--- src/sfsc_pkg.sv ---
// ----------------------------------------------------------------------------
// sfsc_pkg
// Shared constants, types and arithmetic helpers for the size-field scale
// and clamp block.
// ----------------------------------------------------------------------------
package sfsc_pkg;

	localparam int MAX_POINTS = 64;
	localparam int ADDR_W     = (MAX_POINTS > 1) ? $clog2(MAX_POINTS) : 1;
	localparam int CNT_W      = $clog2(MAX_POINTS + 1);

	localparam logic [31:0] SAT_POS     = 32'h7FFF_FFFF;
	localparam logic [31:0] SCALE_RESET = 32'h0001_0000;   // 1.0 in Q16.16
	// floor(x / 10) == (x * DIV10_RECIP) >> DIV10_SHIFT for any 32-bit x
	localparam logic [31:0] DIV10_RECIP = 32'hCCCC_CCCD;
	localparam int          DIV10_SHIFT = 35;
	// largest value whose tenfold still fits in 31 bits
	localparam logic [30:0] T10_LIMIT   = 31'd214748364;

	typedef enum logic [2:0] {
		REG_SCALE_FACTOR  = 3'd0,
		REG_USER_MIN_SIZE = 3'd1,
		REG_USER_MAX_SIZE = 3'd2,
		REG_MIN_IS_SET    = 3'd3,
		REG_MAX_IS_SET    = 3'd4
	} cfg_idx_t;

	// bound settings seen by the bounds sequencer
	typedef struct packed {
		logic [30:0] user_min;
		logic [30:0] user_max;
		logic        min_set;
		logic        max_set;
	} bnd_cfg_t;

	// bounds sequencer result
	typedef struct packed {
		logic        done;
		logic [30:0] lo;
		logic [30:0] hi;
	} bnd_res_t;

	function automatic logic [30:0] div10(input logic [30:0] x);
		logic [62:0] p;
		p = {32'd0, x} * {31'd0, DIV10_RECIP};
		return 31'(p >> DIV10_SHIFT);
	endfunction

	// saturating x * 10; x is non-negative
	function automatic logic [30:0] times_ten(input logic [30:0] x);
		logic [30:0] r;
		if (x > T10_LIMIT) begin
			r = SAT_POS[30:0];
		end else begin
			r = (x << 3) + (x << 1);
		end
		return r;
	endfunction

endpackage

--- src/sfsc_bounds.sv ---
// ----------------------------------------------------------------------------
// sfsc_bounds
// Derives the lower and upper clamp bounds from the run minimum/maximum and
// the user settings. One divide-by-ten (reciprocal multiply) step per
// cycle; start leads through DIV_MIN, DIV_REF, LO and HI to done.
// ----------------------------------------------------------------------------
module sfsc_bounds (
	input  logic                clk,
	input  logic                arst_n,
	input  logic                start,
	input  logic [31:0]         rmin,
	input  logic [31:0]         rmax,
	input  sfsc_pkg::bnd_cfg_t  cfg,
	output sfsc_pkg::bnd_res_t  res
);

	typedef enum logic [2:0] {
		ST_IDLE,
		ST_DIV_MIN,
		ST_DIV_REF,
		ST_LO,
		ST_HI
	} state_t;

	state_t      state_q;
	logic [30:0] div_q;
	logic [30:0] lo_q;
	logic [30:0] hi_q;
	logic [30:0] ref_q;
	logic        done_q;
	logic [30:0] ref_c;
	logic [30:0] t10_max;
	logic [30:0] t10_lo;

	// rmax never drops below zero, so its low 31 bits are the value
	assign ref_c   = cfg.max_set ? cfg.user_max : rmax[30:0];
	assign t10_max = sfsc_pkg::times_ten(rmax[30:0]);
	assign t10_lo  = sfsc_pkg::times_ten(lo_q);

	always_ff @(posedge clk or negedge arst_n) begin
		if (!arst_n) begin
			state_q <= ST_IDLE;
			done_q  <= 1'b0;
		end else begin
			done_q <= 1'b0;
			case (state_q)
				ST_IDLE: begin
					if (start) begin
						state_q <= ST_DIV_MIN;
					end
				end
				ST_DIV_MIN: begin
					div_q   <= sfsc_pkg::div10(rmin[30:0]);
					state_q <= ST_DIV_REF;
				end
				ST_DIV_REF: begin
					// negative minimum floors to zero
					lo_q    <= rmin[31] ? 31'd0 : div_q;
					ref_q   <= ref_c;
					div_q   <= sfsc_pkg::div10(ref_c);
					state_q <= ST_LO;
				end
				ST_LO: begin
					if (cfg.min_set) begin
						lo_q <= cfg.user_min;
					end else if (lo_q > ref_q) begin
						lo_q <= div_q;
					end
					state_q <= ST_HI;
				end
				ST_HI: begin
					if (cfg.max_set) begin
						hi_q <= cfg.user_max;
					end else if (t10_max < lo_q) begin
						hi_q <= t10_lo;
					end else begin
						hi_q <= t10_max;
					end
					done_q  <= 1'b1;
					state_q <= ST_IDLE;
				end
				default: begin
					state_q <= ST_IDLE;
				end
			endcase
		end
	end

	assign res.done = done_q;
	assign res.lo   = lo_q;
	assign res.hi   = hi_q;

endmodule

--- config.mk ---
export PLATFORM = sky130hd
export DESIGN_NAME = sfsc_bounds
export DESIGN_NICKNAME = d
export VERILOG_FILES = /design/src/sfsc_pkg.sv /design/src/sfsc_bounds.sv
export SDC_FILE = /design/constraint.sdc
export NUM_CORES = 2
export LEC_CHECK = 0
export BUFFER_PORTS_ARGS = -buffer_cell sky130_fd_sc_hd__buf_2
export CAP_MARGIN = 5
export CORE_MARGIN = 10
export CORE_UTILIZATION = 30
export DETAILED_ROUTE_END_ITERATION = 8
export GPL_TIMING_DRIVEN = 0
export SLEW_MARGIN = 15
export SYNTH_ARGS = -nofsm -noshare
export SYNTH_HDL_FRONTEND = slang
export SYNTH_SLANG_ARGS = --single-unit
export TNS_END_PERCENT = 20
--- constraint.sdc ---
create_clock -name clk -period 12.9 [get_ports clk]
set_input_delay 3.87 -clock clk [delete_from_list [all_inputs] [get_ports clk]]
set_output_delay 3.87 -clock clk [all_outputs]
set_load 0.02 [all_outputs]
==> results.py <==
metrics = {
    "cells_and_area": {
        "multi_input_area_um2": 26500,
        "num-fill-cells": 11477,
        "layout.nets": 5026,
        "syn_to_final_growth_pct": 10.7,
        "regArea_um2": 3730,
        "drive_gt1_frac": 0.0731,
    },
    "clocking": {
        "numCtsBuffers": 17,
        "htreeDepth": 4,
        "clk-insertion-delay-late_ns": 0.47,
        "cts_buffer_depth": 2,
        "cts_tree": "built",
        "cts_num_sinks": 125,
        "cts_setup_buffers": 0,
        "clkTransAtPathRegs_ns": 0.06,
        "cts_root_buffer": "clkbuf_16",
        "cts_hold_buf": 0,
    },
    "yosys": {
        "yosys_warnings": 0,
        "ys_seq_elements": 125,
        "synth.area.top_cells": "fa_1, ha_1, edfxtp_1",
        "synth_compound_area_frac": 0.129,
        "syn_inst": 3493,
        "synth.area.mux_share": 0.00430,
        "async_reset_ff_frac": 0.0320,
        "synth_simple_gate_area_share": 0.0752,
        "synthesis.area_um2": 33500,
        "synth.top_cell.area_share": 0.284,
        "synth_nets": 4811,
        "synth-xor-area-share": 0.0309,
        "yosysUniqueCellTypes": 75,
        "ys_seq_area_frac": 0.112,
        "synth_top_family_by_area": "adder cells",
        "synth_edf_count": 121,
        "syn_avg_cell_area_um2": 9.58,
        "synth_ff_type": "edfxtp_1",
        "synth_area_leader_cell": "fa_1",
        "yosys.area_share.adder": 0.550,
    },
    "worst_hold_path": {
        "worst_hold_path_type": "reg2reg",
        "hold_end": "state_q[0]",
        "worst_hold_startpoint": "state_q[2]",
        "hold_path_depth": 1,
    },
    "timing": {
        "skew_ns": 0.0176,
        "setup_viol": 0,
        "min_period_ns": 12.61,
        "fmax_mhz": 79.3,
        "worstMarginPinSlew_ns": 1.16,
        "maxSlewHeadroom": 0.217,
        "timing.final.hold_violations": 0,
        "holdWs_ns": 0.496,
        "grt_setup_unrepaired": "false",
        "slew_violations": 0,
        "post-route-period-util": 0.978,
        "setup_slack_ns": 0.289,
    },
    "floorplan": {
        "fp.dieW_um": 354,
        "rows": 122,
        "coreArea_um2": 111000,
        "die_area_um2": 125000,
        "design.portCount": 194,
        "initial_core_util": 0.302,
        "fp.dieH_um": 354,
    },
    "grt": {
        "grt_usage": 0.159,
        "top_usage_layer": "met2",
        "grt_max_degree": 32,
        "met1_usage": 0.207,
        "grt_overflow": 0,
        "grt_util_met3": 0.0305,
        "grt_pass1_vias": 26520,
        "grt_pass1_wl_um": 155000,
        "grtUsageMet2": 0.272,
        "antenna_found_initial": 17,
    },
    "detailed_routing": {
        "avgRoutedWirePerCell_um": 19.2,
        "vias": 25311,
        "viasPerCell": 4.85,
        "drt-total-wl_um": 100000,
        "drc_errors": 0,
        "antenna_left": 0,
        "drtIter0Drc": 1399,
        "first_pass_iters": 5,
    },
    "run": {
        "drv_cap": 0,
    },
    "place": {
        "io_buffers": 191,
        "place_ws_ns": -0.948,
        "hpwl_um": 90600,
        "gp_congestion": 0.947,
    },
    "critical_path": {
        "crit_type": "in2reg",
        "arrival_ns": 12.83,
        "ff2ff_setup_slack_ns": 8.92,
        "cpPeakStageDelay_ns": 0.66,
        "path_buf_inv": 7,
        "start_kind": "input pin",
        "critPathCaptureType": "register",
        "crit_top_cell": "fa_1",
        "worstRegToRegCells": 13,
        "slowest_stage": "fa_1",
        "path_delay_family": "adder cells",
        "r2r_start": "lo_q[0]",
        "required_ns": 13.12,
        "reg2reg_to": "hi_q[27]",
        "crit_fanout": 10,
    },
    "status": {
        "status": "completed",
    },
}
-- cells in the mapped netlist (all sizes together) (22+ instances only) --
library cell,n
a21o,100
clkbuf,39
a21oi,170
nor2b,26
o21ai,135
o21a,37
ha,713
nor2,95
nand4,39
xor2,45
and3,22
nand2,165
a22o,29
fa,474
inv,829
o22ai,23
xnor2,73
nand3,45
a211oi,29
edfxtp,121
nor3,30
-- stage by stage --
step	setup TNS, ns	area [µm²]	utilization	std cells
finish	0	37000	0.335	5215
detailed placement	-11.13	36400	0.329	5177
floorplan	0	33500	-	3493
global route	0	37000	0.335	5210
global placement	-11.71	36300	0.328	5172
CTS	0	37000	0.334	5209
-- kinds of logic (layout without fill, tap and decap cells) --
logic type | count (synthesis) | after routing
xor gates and xnor gates | 118 | 118
muxes | 14 | 14
DFF | 125 | 125
other | 0 | 6
and+or+nand+nor | 514 | 514
buffers and inverters | 875 | 1103
adders and majority gates | 1187 | 1187
AOI/OAI and AO/OA | 660 | 660
-- worst max-delay path by stage --
stage,from,end,slack (ns),cells after the start
floorplan,cfg[0],div_q[27],1.19,28
global placement,cfg[0],div_q[26],-0.93,28
detailed placement,cfg[0],div_q[26],-0.95,28
CTS,cfg[0],div_q[26],0.04,28
global route,cfg[0],div_q[26],0.002,29
finish,cfg[0],div_q[18],0.29,27
-- what timing repair did --
item,CTS,global route
pin swaps,0,0
resized for setup,4,17
setup endpoints to repair,11,8
-- area by class of cell --
cell class	instances	area share
well taps	1488	0.0503
flip-flops and latches	125	0.101
repair buffers	196	0.0275
diodes	6	0.000405
plain buffers	46	0.00510
multi-input cells	2493	0.715
clock inverters	14	0.00557
clock buffers	18	0.0116
inverters	829	0.0840
-- metal layers --
layer | vias up | part of all wire
met2 | 571 | 0.48
met1 | 12494 | 0.44
li1 | 12129 | -
met5 | - | 0.00080
met3 | 105 | 0.056
met4 | 12 | 0.019
-- worst register-to-register path, stage by stage (launching register included) --
cell and delay, ns:
edfxtp_1 0.65, ha_1 0.27, inv_1 0.06, fa_1 0.42
nor2b_1 0.20, o31ai_1 0.14, a31oi_1 0.33, o2111ai_1 0.22
nand4_1 0.18, nand2_1 0.09, o21ai_0 0.52, mux2i_1 0.18
nor4_1 0.34, a211oi_1 0.12
-- sequential cells by signal (all words and copies together), names as in the netlist --
signal,cells
div_q,28
done_q,1
hi_q,31
lo_q,31
ref_q,31
state_q,3
-- layout by cell type, fill, tap and decap left out, types with 73 or more instances in the layout --
cell type / instances
nor2_1: 94
fa_1: 474
nand2_1: 165
xnor2_1: 73
o21ai_0: 124
buf_2: 193
a21oi_1: 167
ha_1: 713
a21o_1: 100
edfxtp_1: 121
inv_1: 829
Power is not shown: default switching activity piles up to over one toggle a cycle in this logic, so the estimate is an artifact.
